===== src/rtl/mrba_pkg.sv =====
package mrba_pkg;

  localparam int ADDR_BITS = 32;

  localparam logic [ADDR_BITS-1:0] USABLE_TYPE = 32'd1;

  localparam logic [0:0] OP_REGISTER = 1'b0;
  localparam logic [0:0] OP_ALLOCATE = 1'b1;

  localparam logic [2:0] ST_STORED  = 3'd0;
  localparam logic [2:0] ST_SKIPPED = 3'd1;
  localparam logic [2:0] ST_CLOSED  = 3'd2;
  localparam logic [2:0] ST_FULL    = 3'd3;
  localparam logic [2:0] ST_GRANTED = 3'd4;
  localparam logic [2:0] ST_NOFIT   = 3'd5;

  typedef struct packed {
    logic [0:0]           opcode;
    logic [ADDR_BITS-1:0] region_base;
    logic [ADDR_BITS-1:0] region_length;
    logic [ADDR_BITS-1:0] region_type;
    logic [30:0]          alloc_size;
  } in_item_t;

  typedef struct packed {
    logic [2:0]           status;
    logic [ADDR_BITS-1:0] granted_address;
    logic [4:0]           regions_held;
  } out_item_t;

  // One region table entry: end address and bump pointer.
  typedef struct packed {
    logic [ADDR_BITS-1:0] limit_addr;
    logic [ADDR_BITS-1:0] next_free;
  } entry_t;

  typedef enum logic [3:0] {
    S_IDLE = 4'b0001,
    S_REG  = 4'b0010,
    S_ARD  = 4'b0100,
    S_ACHK = 4'b1000
  } state_t;

endpackage


===== src/rtl/mrba_ram.sv =====
module mrba_ram #(
  parameter int WIDTH = 64,
  parameter int DEPTH = 16
) (
  input  logic                                   clk,
  input  logic                                   wr_en,
  input  logic [(DEPTH > 1 ? $clog2(DEPTH) : 1)-1:0] wr_addr,
  input  logic [WIDTH-1:0]                       wr_data,
  input  logic                                   rd_en,
  input  logic [(DEPTH > 1 ? $clog2(DEPTH) : 1)-1:0] rd_addr,
  output logic [WIDTH-1:0]                       rd_data
);

  logic [WIDTH-1:0] mem [DEPTH];
  logic [WIDTH-1:0] rd_data_r;

  always_ff @(posedge clk) begin
    if (wr_en) begin
      mem[wr_addr] <= wr_data;
    end
    if (rd_en) begin
      rd_data_r <= mem[rd_addr];
    end
  end

  assign rd_data = rd_data_r;

endmodule


===== src/rtl/multi_region_bump_allocator_top.sv =====
// Multi-region bump-pointer allocator.
// Transactions enter on in_data and are accepted at a rising edge where start is
// high and busy is low. A register transaction (opcode 0) offers one memory-map
// entry; an allocate transaction (opcode 1) asks for alloc_size bytes from the
// regions held so far. Every transaction yields exactly one result on out_data,
// shown for a single cycle with out_valid high; the receiver cannot stall, so
// the result must be taken in that cycle.
// A register transaction shows its result from the register step. An
// allocation visits the held regions from the highest-numbered one downwards,
// with a RAM read and then a fit test on the shared 33-bit adder for each
// region, so it shows its result from the fit test of the first region that
// fits, or from the empty scan after the last one when none of the held
// regions fits. busy is high throughout and a new transaction may be accepted
// in the very cycle a result is shown.
// The region table lives in a small RAM with a registered read port; entries
// are only read below the region count, so it needs no clearing. Reset clears
// the region count, the map-closed flag, the sequencer and the result strobe.
module multi_region_bump_allocator_top
  import mrba_pkg::*;
#(
  parameter int MAX_REGIONS = 16
) (
  input  logic      clk,
  input  logic      rst_n,
  input  logic      start,
  output logic      busy,
  input  in_item_t  in_data,
  output logic      out_valid,
  output out_item_t out_data
);

  localparam int IDX_W = (MAX_REGIONS > 1) ? $clog2(MAX_REGIONS) : 1;
  localparam int CNT_W = $clog2(MAX_REGIONS + 1);

  // Sequencer and held state.
  state_t           state_r, state_nxt;
  in_item_t         item_r, item_nxt;
  logic [CNT_W-1:0] count_r, count_nxt;
  logic             closed_r, closed_nxt;
  logic [CNT_W-1:0] scan_r, scan_nxt;
  logic             out_valid_r, out_valid_nxt;
  out_item_t        out_r, out_nxt;

  // Region table RAM signals.
  logic             ram_wr_en;
  logic [IDX_W-1:0] ram_wr_addr;
  entry_t           ram_wr_data;
  logic             ram_rd_en;
  logic [IDX_W-1:0] ram_rd_addr;
  entry_t           ram_rd_data;

  // The one shared adder: base + length for map entries, pointer + size for
  // the fit test. It is 33 bits wide so the fit test sees the carry.
  logic [ADDR_BITS-1:0] add_a, add_b;
  logic [ADDR_BITS:0]   add_sum;
  logic                 fits;
  logic [CNT_W-1:0]     count_inc;
  logic [CNT_W-1:0]     scan_dec;

  assign add_a   = (state_r == S_REG) ? item_r.region_base : ram_rd_data.next_free;
  assign add_b   = (state_r == S_REG) ? item_r.region_length : {1'b0, item_r.alloc_size};
  assign add_sum = {1'b0, add_a} + {1'b0, add_b};
  assign fits    = (add_sum <= {1'b0, ram_rd_data.limit_addr});

  assign count_inc = count_r + 1'b1;
  assign scan_dec  = scan_r - 1'b1;

  mrba_ram #(
    .WIDTH ($bits(entry_t)),
    .DEPTH (MAX_REGIONS)
  ) u_region_ram (
    .clk     (clk),
    .wr_en   (ram_wr_en),
    .wr_addr (ram_wr_addr),
    .wr_data (ram_wr_data),
    .rd_en   (ram_rd_en),
    .rd_addr (ram_rd_addr),
    .rd_data (ram_rd_data)
  );

  always_comb begin
    state_nxt     = state_r;
    item_nxt      = item_r;
    count_nxt     = count_r;
    closed_nxt    = closed_r;
    scan_nxt      = scan_r;
    out_valid_nxt = 1'b0;
    out_nxt       = out_r;
    ram_wr_en     = 1'b0;
    ram_wr_addr   = count_r[IDX_W-1:0];
    ram_wr_data   = '{limit_addr: add_sum[ADDR_BITS-1:0], next_free: item_r.region_base};
    ram_rd_en     = 1'b0;
    ram_rd_addr   = scan_dec[IDX_W-1:0];

    case (state_r)
      S_IDLE: begin
        if (start) begin
          item_nxt = in_data;
          scan_nxt = count_r;
          state_nxt = (in_data.opcode == OP_ALLOCATE) ? S_ARD : S_REG;
        end
      end

      S_REG: begin
        // Map entry: a closed map ignores everything, a sum that wraps to
        // zero in its low 32 bits closes it, then type and table space are checked.
        out_valid_nxt           = 1'b1;
        out_nxt.granted_address = '0;
        out_nxt.regions_held    = 5'(count_r);
        if (closed_r) begin
          out_nxt.status = ST_CLOSED;
        end else if (add_sum[ADDR_BITS-1:0] == '0) begin
          closed_nxt     = 1'b1;
          out_nxt.status = ST_CLOSED;
        end else if (item_r.region_type != USABLE_TYPE) begin
          out_nxt.status = ST_SKIPPED;
        end else if (count_r == CNT_W'(MAX_REGIONS)) begin
          out_nxt.status = ST_FULL;
        end else begin
          ram_wr_en            = 1'b1;
          count_nxt            = count_inc;
          out_nxt.status       = ST_STORED;
          out_nxt.regions_held = 5'(count_inc);
        end
        state_nxt = S_IDLE;
      end

      S_ARD: begin
        if (scan_r == '0) begin
          // Every held region has been tried without success.
          out_valid_nxt           = 1'b1;
          out_nxt.status          = ST_NOFIT;
          out_nxt.granted_address = '0;
          out_nxt.regions_held    = 5'(count_r);
          state_nxt               = S_IDLE;
        end else begin
          ram_rd_en = 1'b1;
          scan_nxt  = scan_dec;
          state_nxt = S_ACHK;
        end
      end

      S_ACHK: begin
        if (fits) begin
          ram_wr_en               = 1'b1;
          ram_wr_addr             = scan_r[IDX_W-1:0];
          ram_wr_data             = '{limit_addr: ram_rd_data.limit_addr,
                                      next_free: add_sum[ADDR_BITS-1:0]};
          out_valid_nxt           = 1'b1;
          out_nxt.status          = ST_GRANTED;
          out_nxt.granted_address = ram_rd_data.next_free;
          out_nxt.regions_held    = 5'(count_r);
          state_nxt               = S_IDLE;
        end else begin
          state_nxt = S_ARD;
        end
      end

      default: begin
        state_nxt = S_IDLE;
      end
    endcase
  end

  always_ff @(posedge clk) begin
    if (!rst_n) begin
      state_r     <= S_IDLE;
      count_r     <= '0;
      closed_r    <= 1'b0;
      out_valid_r <= 1'b0;
    end else begin
      state_r     <= state_nxt;
      count_r     <= count_nxt;
      closed_r    <= closed_nxt;
      out_valid_r <= out_valid_nxt;
    end
  end

  // Payload registers carry no reset.
  always_ff @(posedge clk) begin
    item_r <= item_nxt;
    scan_r <= scan_nxt;
    out_r  <= out_nxt;
  end

  assign busy      = (state_r != S_IDLE);
  assign out_valid = out_valid_r;
  assign out_data  = out_r;

  // A result strobe only ever follows a register step, a fit or an empty scan.
  assert property (@(posedge clk) disable iff (!rst_n)
    out_valid_r |-> ($past(state_r) == S_REG || $past(state_r) == S_ACHK ||
                     $past(state_r) == S_ARD))
    else $error("result strobe without a finishing step");

  // The region count never passes the table size.
  assert property (@(posedge clk) disable iff (!rst_n)
    count_r <= CNT_W'(MAX_REGIONS))
    else $error("region count beyond table size");

  // Only a granted allocation carries an address.
  assert property (@(posedge clk) disable iff (!rst_n)
    (out_valid_r && out_r.status != ST_GRANTED) |-> (out_r.granted_address == '0))
    else $error("address reported without a grant");

  // An accepted transaction always makes the block busy in the next cycle.
  assert property (@(posedge clk) disable iff (!rst_n)
    (start && !busy) |=> busy)
    else $error("accepted transaction did not start the sequencer");

endmodule

===== config.mk =====
export PLATFORM = sky130hd
export DESIGN_NAME = multi_region_bump_allocator_top
export DESIGN_NICKNAME = d
export VERILOG_FILES = /design/src/rtl/mrba_pkg.sv /design/src/rtl/mrba_ram.sv /design/src/rtl/multi_region_bump_allocator_top.sv
export SDC_FILE = /design/constraint.sdc
export NUM_CORES = 1
export LEC_CHECK = 0
export ABC_AREA = 1
export BUFFER_PORTS_ARGS = -buffer_cell sky130_fd_sc_hd__buf_2
export CORE_ASPECT_RATIO = 2
export CORE_UTILIZATION = 65
export CTS_CLUSTER_DIAMETER = 150
export DETAILED_ROUTE_END_ITERATION = 7
export PLACE_DENSITY = 0.83
export SETUP_SLACK_MARGIN = 0.02
export SLEW_MARGIN = 40
export SYNTH_ARGS = -nofsm -noshare
export SYNTH_HDL_FRONTEND = slang
export SYNTH_SLANG_ARGS = --single-unit

===== constraint.sdc =====
create_clock -name clk -period 15.2 [get_ports clk]
set_clock_uncertainty 0.1 [all_clocks]
set_input_delay 0.76 -clock clk [delete_from_list [all_inputs] [get_ports clk]]
set_output_delay 0.76 -clock clk [all_outputs]
set_load 0.01 [all_outputs]

# Yosys cells after proc, flatten, opt, wreduce, memory -nomap -nowiden
# Memories as Yosys holds them, arrays and structs flattened. A register that Yosys moved wholly into a read port is not among the register bits.
# Index checks and enable logic that the tools add are counted.
dict set report totals {
  out_inout_bits 42
  mem_bits_rw 1024
  regBits 183
  memories 1
}
dict set report classes {
  order_cmp 1
  n_reduce_logical 7
  muxes 39
  n_eq_ne 11
  add_sub_neg 3
}
# name depth width read_ports rd_ports_with_merged_regs write_ports line_no
set memory_table {}
lappend memory_table {u_region_ram.mem 16 64 1 1 1 mrba_ram.sv:14} ;# logic [WIDTH-1:0] mem [DEPTH];
# op n
set op_table {}
lappend op_table {{two-way mux 64 bit} 2}
lappend op_table {{case mux 40 bit (3 select lines)} 1}
lappend op_table {{two-way mux 40 bit} 2}
lappend op_table {{two-way mux 32 bit} 2}
lappend op_table {{adder 32 x 32 -> 33 bit} 1}
lappend op_table {{less-or-equal comparator 33 x 32 -> 1 bit} 1}
lappend op_table {{zero test 32 bit} 1}
lappend op_table {{!= test 32 x 1 -> 1 bit, second input constant} 1}
lappend op_table {{two-way mux 5 bit} 6}
lappend op_table {{two-way mux 4 bit} 4}
lappend op_table {{two-way mux 1 bit} 12}
lappend op_table {{case mux 4 bit (3 select lines)} 1}
lappend op_table {{case mux 5 bit (2 select lines)} 1}
lappend op_table {{two-way mux 2 bit} 4}
lappend op_table {{!= test 2 bit, second input constant} 4}
lappend op_table {{two-way mux 3 bit} 2}
lappend op_table {{AND reduction 3 bit} 2}
lappend op_table {{adder 5 x 1 -> 5 bit, second input constant} 1}
lappend op_table {{== test 5 bit, second input constant} 1}
lappend op_table {{zero test 5 bit} 1}
lappend op_table {{subtractor 5 x 1 -> 5 bit, second input constant} 1}
lappend op_table {{== test 4 x 1 -> 1 bit, second input constant} 1}
lappend op_table {{== test 4 x 2 -> 1 bit, second input constant} 1}
lappend op_table {{== test 4 x 3 -> 1 bit, second input constant} 1}
lappend op_table {{7 further kinds} 7}

# Longest topological paths before layout
# Gate-level depths: netlist of run 1.
dict set report logic_depth {
  ltp_word 9
  ltp_mapped 41
  mapped_depth_nobuf 38
}

# By module
# From an unflattened synthesis of run 1, not the netlist that was laid out.
dict set report unflattened {
  hier_cells 5751
  area_unflattened_um2 57838.0
}
# module instances cells_each area_per_inst_um2 seq_area_each_um2
set by_module_without_submodules {}
lappend by_module_without_submodules {mrba_ram 1 4210 45926.5 32671.3}
lappend by_module_without_submodules {multi_region_bump_allocator_top 1 1541 11911.4 5385.2}

# Least setup slack after synthesis of run 1
# Ideal clock, no wire load.
dict set report synth_path {
  path_type {register to register}
  startpoint {reg state_r[2]}
  endpoint {mem u_region_ram.mem[1][0], enable pin}
  path_slack_ps 7402
  t_required_ps 14613
  arrival_ps 7211
  setup_ps 487
  stages_incl_launch_ff 35
  n_path_buf 3
  cell_sequence {dfxtp_1 -> nor2_1 -> inv_1 -> nor3_1 -> clkbuf_1 -> clkbuf_1 -> nand2_1 -> o21ai_0 -> ha_1 -> inv_1 -> fa_1 -> inv_2 -> nand3_1 -> nand3_2 -> nand2_1 -> nand2_1 -> nand2_1 -> nand4_1 -> nand2_1 -> ha_1 -> nand2_1 -> nor4_1 -> nand2_1 -> nand2_1 -> nand2_1 -> nand2_2 -> nand2_4 -> nand2_4 -> buf_6 -> nand2_2 -> nand2_4 -> nand2_2 -> inv_1 -> nand2_1 -> nor2_1}
}
dict set report synth_via {
  elab_chain_len 9
  elab_cells_between_ends 15
  classes_between {1 x add/sub; 1 x order compare; 2 x eq/ne; 10 x mux; 1 x reduce/logical}
}
# item line_no
set synth_rtl {}
lappend synth_rtl {{start, declared} multi_region_bump_allocator_top.sv:36} ;# state_t state_r, state_nxt;
lappend synth_rtl {{start signal, assigned} multi_region_bump_allocator_top.sv:172} ;# state_r <= state_nxt;
lappend synth_rtl {{branches (longest 9 deep; another with adder 32 x 32 -> 33 bit)} n/a}
lappend synth_rtl {{end, declared} mrba_ram.sv:14}
# Several ways; the timed one is not identified.

# Final worst setup path of run 1
dict set report layout_path {
  startpoint {reg state_r[3]}
  endpoint {mem u_region_ram.mem[0][41], enable pin}
}
# Same word-level chain as after synthesis.

==> results.md, run 1 <==
- CP arrival: 9.47 ns
- Status: finished clean
- Number of flops mapped to enable cells by yosys: 1,260
- Synth Instances: 4,112
- TNS Setup: 0 ns
- CTS root buf: clkbuf_16
- First-pass GRT wire length: 221 mm
- Critical path class: flop to flop
- Pre-Repair DR Iteration Count: 6
- Syn nets: 4,312
- Clk_lat worst skew: 0.73 ns
- Post-CTS setup buffer count: 0
- IO Port Bufs: 172
- Setup violations, final: 0
- Synth unique cells: 47
- Die area: 0.0828 sq mm
- Critical Path Most Common Cell: nand2_1
- Main synth FF type: edfxtp_1
- Synthesis Warnings: 0
- Slew Viols, Final: 0
- Tcrit/Tclk final: 60.8%
- Largest net degree at the start of global routing: 199
- CTS hold repair buffers: 0
- Core area: around 0.081 sq mm
- Drt drc: 0
- Final net count: 4,471
- Unrepaired setup endpoints after global routing: no
- Hold Path Class: input pin to flop
- Initial antenna violation count: 14
- Sink count of the clock tree: ~1,300
- Fillers: 5,002
- Worst Setup Start Kind: flop
- DR vias/cell: approximately 6.6
- Gpl congestion: 1.01
- CP max FO: 71
- Total number of vias: 35,900
- TritonCTS clock tree: built
- Largest buffer count on any clock path: 3
- DP Wirelength: 94.8 mm
- Critical path data required time: 15.43 ns
- Vias in the first global route: 35,400
- Placed Instance Area: around 0.056 sq mm
- WL final: ~150 mm
- DRT iter0 DRCs: 5,015
- H-tree depth: 3
- Clock transition at path regs: 0.07 ns
- Crit path capture type: flop
- Ys async rst share: 0%
- Clock period minus worst slack: roughly 9 ns
- Slew headroom: 39.9%
- Die Y: 406 microns
- Area grow syn2layout: 11.5%
- Layout cells sized above 1: between 10% and 20%
- Mean Syn Cell Area: 12.9 sq um
- Core Rows: 147
- Routed len/inst: around 29 microns
- P_leak: 21.3 nW
- Starting Density: 65.8%
- DIE WIDTH: 204 microns
- Tot Pwr: 8.06 mW
- CP max stage cell: buf_4
- GRT Total Usage: 37.4%
- CTS Buf Count: 100
- Slowest stage delay, CP: 0.70 ns
- Post-CTS sizing: 0
- Syn Std Cell Area: 0.0530 sq mm
- DRT antenna net count: 0
- Tightest Pin Transition: 0.902 ns
- #FFs+latches synth: between 1,000 and 1,500
- Final Cell Area: slightly below 0.06 sq mm
- IO Pins: 173
- PwrDens: 136 mW/mm^2
- Grt total ovfl: 0
- Max Cap Violations: 0
- Register area share after synthesis: between 70% and 80%
- Peak VDD IR: 0.120 mV
- Final count of hold timing violations: 0
- Fmax: 108 MHz
-- synth_stat cells (all sizes together), types with 4 or more instances --
cell | number | share of area (%)
a21oi | 36 | 0.34
a31oi | 19 | 0.22
buf | 44 | 0.40
clkbuf | 178 | 1.3
clkinv | 4 | 0.028
dfxtp | 11 | 0.42
edfxtp | 1260 | 71
ha | 68 | 1.6
inv | 266 | 1.9
mux2i | 200 | 3.8
nand2 | 547 | 4.0
nand3 | 123 | 1.2
nand3b | 4 | 0.057
nand4 | 24 | 0.32
nor2 | 567 | 4.1
nor3 | 36 | 0.37
o21ai | 433 | 4.1
o221ai | 166 | 2.7
o22ai | 57 | 0.67
o32ai | 34 | 0.56
xnor2 | 5 | 0.083
xor2 | 12 | 0.20
-- power breakdown --
part	switching, mW	internal (mW)
logic	0.942	0.368
registers	0.0304	4.04
clock network	1.24	1.44
-- sequential cells by signal, indices dropped and copies added (netlist names), 4 cells and up --
name                  cells
u_region_ram.rd_data     64
scan_r                    5
count_r                   5
state_r                   4
item_r                  127
u_region_ram.mem       1024
out_data                 40
-- final cells by class --
type                            count  area, sq um  area share, %
Sequential cell                  1271        38100           64.4
Multi-Input combinational cell   2349        13300           22.5
Clock buffer                      122         2590           4.39
Timing Repair Buffer              279         2020           3.41
Tap cell                         1043         1310           2.21
Inverter                          270         1040           1.75
Clock inverter                     64          754           1.28
Antenna cell                        9         22.5         0.0381
-- per-stage QoR --
step           utilization, %  hold WS [ns]  cells  setup WS [ns]
4_1_cts                  73.1        0.0759   5390           5.98
3_3_place_gp             68.5         0.432   5194           5.80
2_1_floorplan               -         0.413   4112           7.40
5_1_grt                  73.4        0.0966   5406           5.63
3_5_place_dp             69.0         0.453   5204           6.05
6_report                 73.4         0.110   5407           5.95
-- placed cells by master (no fill, tap or decap), types with 11 or more instances in the layout --
cell,count
edfxtp_1,1260
nor2_1,543
nand2_1,529
o21ai_0,423
inv_1,251
mux2i_1,200
buf_2,172
o221ai_1,166
nand3_1,116
clkbuf_16,100
buf_4,74
ha_1,67
o22ai_1,57
a21oi_1,36
o32ai_1,34
nor3_1,32
nand4_1,22
clkbuf_1,21
clkinv_2,18
nor2_4,17
clkinv_1,14
buf_6,13
a31oi_1,12
bufinv_16,12
xor2_1,11
dfxtp_1,11
-- per-layer routing --
layer	up-vias	track usage, %	share of wire (%)
met5	-	0	0.028
met4	8	25.3	6.9
met3	558	6.45	10
met2	2690	62.5	50
met1	17300	44.1	33
li1	15300	-	-
-- path summary, 6_finish.rpt --
| path | from | endpoint | slack [ns] | cells past startpoint |
|---|---|---|---|---|
| worst max-delay path | state_r[3] | u_region_ram.mem[0][41] | 5.95 | 30 |
| worst min-delay path | in_data[46] | item_r[46] | 0.11 | 1 |
| worst max register to register | state_r[3] | u_region_ram.mem[0][41] | 5.95 | 30 |
| worst min register to register | closed_r | closed_r | 0.47 | 2 |
-- critical path, delay by kind of cell (launching register included) --
family | cells | cell delay (ns)
buf+inv | 6 | 2.60
simple gates | 21 | 4.65
flops | 1 | 0.32
fa+ha+maj | 2 | 0.78
compound gates | 1 | 0.19
-- cell families after synthesis --
| kind of cell | Yosys count | share of synthesized area, % |
|---|---|---|
| buffers and inverters | 492 | 3.57 |
| adders and majority gates | 69 | 1.64 |
| AOI/OAI and AO/OA | 757 | 8.80 |
| xor gates and xnor gates | 17 | 0.281 |
| and+or+nand+nor | 1306 | 10.2 |
| muxes | 200 | 3.78 |
| DFF | 1271 | 71.8 |
No activity file was read; power rests on OpenSTA's default activity.
==> run 2, diff against run 1 <==
--- a/config.mk
+++ b/config.mk
@@ -8,10 +8,10 @@
 export ABC_AREA = 1
 export BUFFER_PORTS_ARGS = -buffer_cell sky130_fd_sc_hd__buf_2
 export CORE_ASPECT_RATIO = 2
-export CORE_UTILIZATION = 65
+export CORE_UTILIZATION = 62
 export CTS_CLUSTER_DIAMETER = 150
 export DETAILED_ROUTE_END_ITERATION = 7
-export PLACE_DENSITY = 0.83
+export PLACE_DENSITY = 0.8
 export SETUP_SLACK_MARGIN = 0.02
 export SLEW_MARGIN = 40
 export SYNTH_ARGS = -nofsm -noshare
==> constraint.sdc (replaced) <==
create_clock -name clk -period 8.55 [get_ports clk]
set_clock_uncertainty 0.1 [all_clocks]
set_input_delay 0.4275 -clock clk [delete_from_list [all_inputs] [get_ports clk]]
set_output_delay 0.4275 -clock clk [all_outputs]
set_load 0.01 [all_outputs]
==> run 2 against run 1 <==
Non-clock buffer count rose by 142. Die area rose by 4.8%. First-iteration DRC count rose by 0.46%. Register-to-register slack got worse by 4.9 ns. Largest power group unchanged.
==> results.md, run 2 (synthesized netlist as in run 1, its figures left out) <==
- Status: finished clean
- CTS root buf: clkbuf_16
- DR vias/cell: 6.54 (-1.4%)
- Register area: 0.0381 sq mm (unchanged)
- CTS Buf Count: 102 (+2.0%)
- WL final: 151 mm (-2.2%)
- Vias in the first global route: 36,000 (+1.6%)
- Worst Setup Start Kind: flop
- Die area: 0.0868 sq mm (+4.8%)
- CP arrival: 7.79 ns (-1.68 ns)
- Proportion of power drawn by the clock network: 33.1% (about the same)
- Max reg flops: 1,024 (unchanged)
- DP Wirelength: 87.9 mm (-7.3%)
- Total number of vias: 36,400 (+1.6%)
- Most common cell after layout, fill and taps aside: edfxtp_1
- Top reg by flops: u_region_ram.mem
- Slowest stage delay, CP: 0.53 ns (-0.17 ns)
- Unrepaired setup endpoints after global routing: no
- Gpl congestion: 1.08 (+6.8%)
- TritonCTS clock tree: built
- Clk_lat worst skew: 0.75 ns (+0.02 ns)
- Slew headroom: 42.5% (+2.6 points)
- Tightest Pin Transition: 0.863 ns (-0.0388 ns)
- Hold Path Class: input pin to flop
- Die Y: 416 microns (+2.4%)
- Worst Hold Launch: in_data[36]
- Area grow syn2layout: 13.8%
- DRT antenna net count: 0 (unchanged)
- H-tree depth: 3 (unchanged)
- Final net count: 4,615 (+3.2%)
- CP startpoint: state_r[2]
- Sink count of the clock tree: 1,271 (unchanged)
- Hold path cells: 2 (+1)
- Slew Viols, Final: 0 (unchanged)
- GRT Total Usage: 34.9% (-2.5 points)
- Multi-input logic area: 0.0132 sq mm (-0.59%)
- Core area: 0.0846 sq mm (+5.1%)
- Largest net degree at the start of global routing: 177 (-11%)
- Grt total ovfl: 0 (unchanged)
- DRT iter0 DRCs: 5,038 (+0.46%)
- Worst setup margin: 1.03 ns (-4.92 ns)
- Most frequent cells in the layout: edfxtp_1 (1,260), nor2_1 (543), nand2_1 (529)
- P_leak: 21.8 nW (+2.5%)
- PwrDens: 237 mW/mm^2 (+74%)
- Pre-Repair DR Iteration Count: 6 (unchanged)
- Peak VDD IR: 0.205 mV (+71%)
- Fmax: 133 MHz (+23%)
- Fillers: 5,256 (+5.1%)
- Starting Density: 62.6% (-3.2 points)
- CP max stage cell: inv_4
- Int Pwr: 10.3 mW (+77%)
- Switching share of power: 27.8% (+0.35 points)
- Drt drc: 0 (unchanged)
- First-pass GRT wire length: 221 mm (about the same)
- CP max FO: 48 (-32%)
- IO Port Bufs: 172 (unchanged)
- Layout cells sized above 1: 11.5% (-0.50 points)
- Routed len/inst: 27.1 microns (-5.1%)
- Largest buffer count on any clock path: 3 (unchanged)
- TNS Setup: 0 ns (unchanged)
- IO Pins: 173 (unchanged)
- Switching Power: 3.97 mW (+80%)
- Post-Place Worst Slack: 1.35 ns (-4.70 ns)
- RR Startpoint: state_r[2]
- FF-to-FF path depth: 36 (+20%)
- Crit path capture type: flop
- Critical path class: flop to flop
- Initial antenna violation count: 2 (-12)
- Critical Path Most Common Cell: nand2_1
- Critical path data required time: 8.81 ns (-6.62 ns)
- Core Rows: 151 (+2.7%)
- Seq pwr share: 50.6% (about the same)
- Combinational share of power: 16.3% (about the same)
- Final count of hold timing violations: 0 (unchanged)
- Setup violations, final: 0 (unchanged)
- Max Cap Violations: 0 (unchanged)
- DIE WIDTH: 209 microns (+2.4%)
- Clock period minus worst slack: 7.52 ns (-1.73 ns)
- Tcrit/Tclk final: 88.0% (+27 points)
- Clock transition at path regs: 0.08 ns (about the same)
==> run 2: cell types whose count changed in the layout (fill, tap and decap cells not counted), sizes merged <==
cell,change
clkbuf,-5
inv,+2
clkinv,+10
diode,-7
buf,+12
bufinv,-4
dlygate4sd3,+130
==> run 2: metal layers <==
| layer | share of wire, % | global-route usage (%) | up-vias |
|---|---|---|---|
| met5 | 0.026 | 0 | - |
| met4 | 6.5 | 21.8 | 4 |
| met3 | 10 | 5.76 | 552 |
| met2 | 49 | 58.3 | 2634 |
| met1 | 34 | 42.2 | 17600 |
| li1 | - | - | 15600 |
==> run 2: final cells by class <==
cell class	count	share of cell area, %
Clock inverter	72	1.14
Sequential cell	1271	63.1
Tap cell	1071	2.22
Timing Repair Buffer	421	5.52
Multi-Input combinational cell	2349	22.0
Clock buffer	117	4.32
Inverter	270	1.73
Antenna cell	2	0.00830
==> run 2: what timing repair did <==
action / 4_1_cts / 5_1_grt
resized for setup: 0 / 0
buffers inserted: 0 / 0
hold buffers: 130 / 0
endpoints found under the hold margin: 135 / 0
==> run 2: worst paths after layout <==
check	end	slack [ns]
setup / recovery	u_region_ram.mem[8][27]	1.03
hold / removal	item_r[36]	0.28
setup reg to reg	u_region_ram.mem[8][27]	1.03
hold reg to reg	closed_r	0.46
==> run 2: worst max-delay path, delay by kind of cell, from the launching register on <==
kind | cells | cell delay [ns]
compound gates | 2 | 0.21
buf+inv | 9 | 2.50
fa+ha+maj | 2 | 0.65
simple gates | 22 | 2.82
flops | 1 | 0.33
xor+xnor | 1 | 0.49
==> run 2: power groups by stage <==
stage	registers, mW	logic [mW]	clock network (mW)
2_1_floorplan	7.36	1.40	0
3_3_place_gp	7.37	2.14	0
3_5_place_dp	7.37	2.20	0
4_1_cts	7.24	2.27	4.72
5_1_grt	7.24	2.50	4.95
6_report	7.24	2.34	4.73
==> run 2: stage by stage <==
| step | std cells | util [%] | area [sq um] | total power, mW | hold WS [ns] |
|---|---|---|---|---|---|
| floorplan | 4112 | - | 53000 | 8.76 | 0.396 |
| global placement | 5249 | 65.7 | 55600 | 9.51 | 0.432 |
| detailed placement | 5251 | 65.8 | 55700 | 9.57 | 0.434 |
| CTS | 5570 | 71.2 | 60300 | 14.2 | 0.252 |
| global route | 5571 | 71.3 | 60300 | 14.7 | 0.275 |
| finish | 5573 | 71.3 | 60300 | 14.3 | 0.283 |
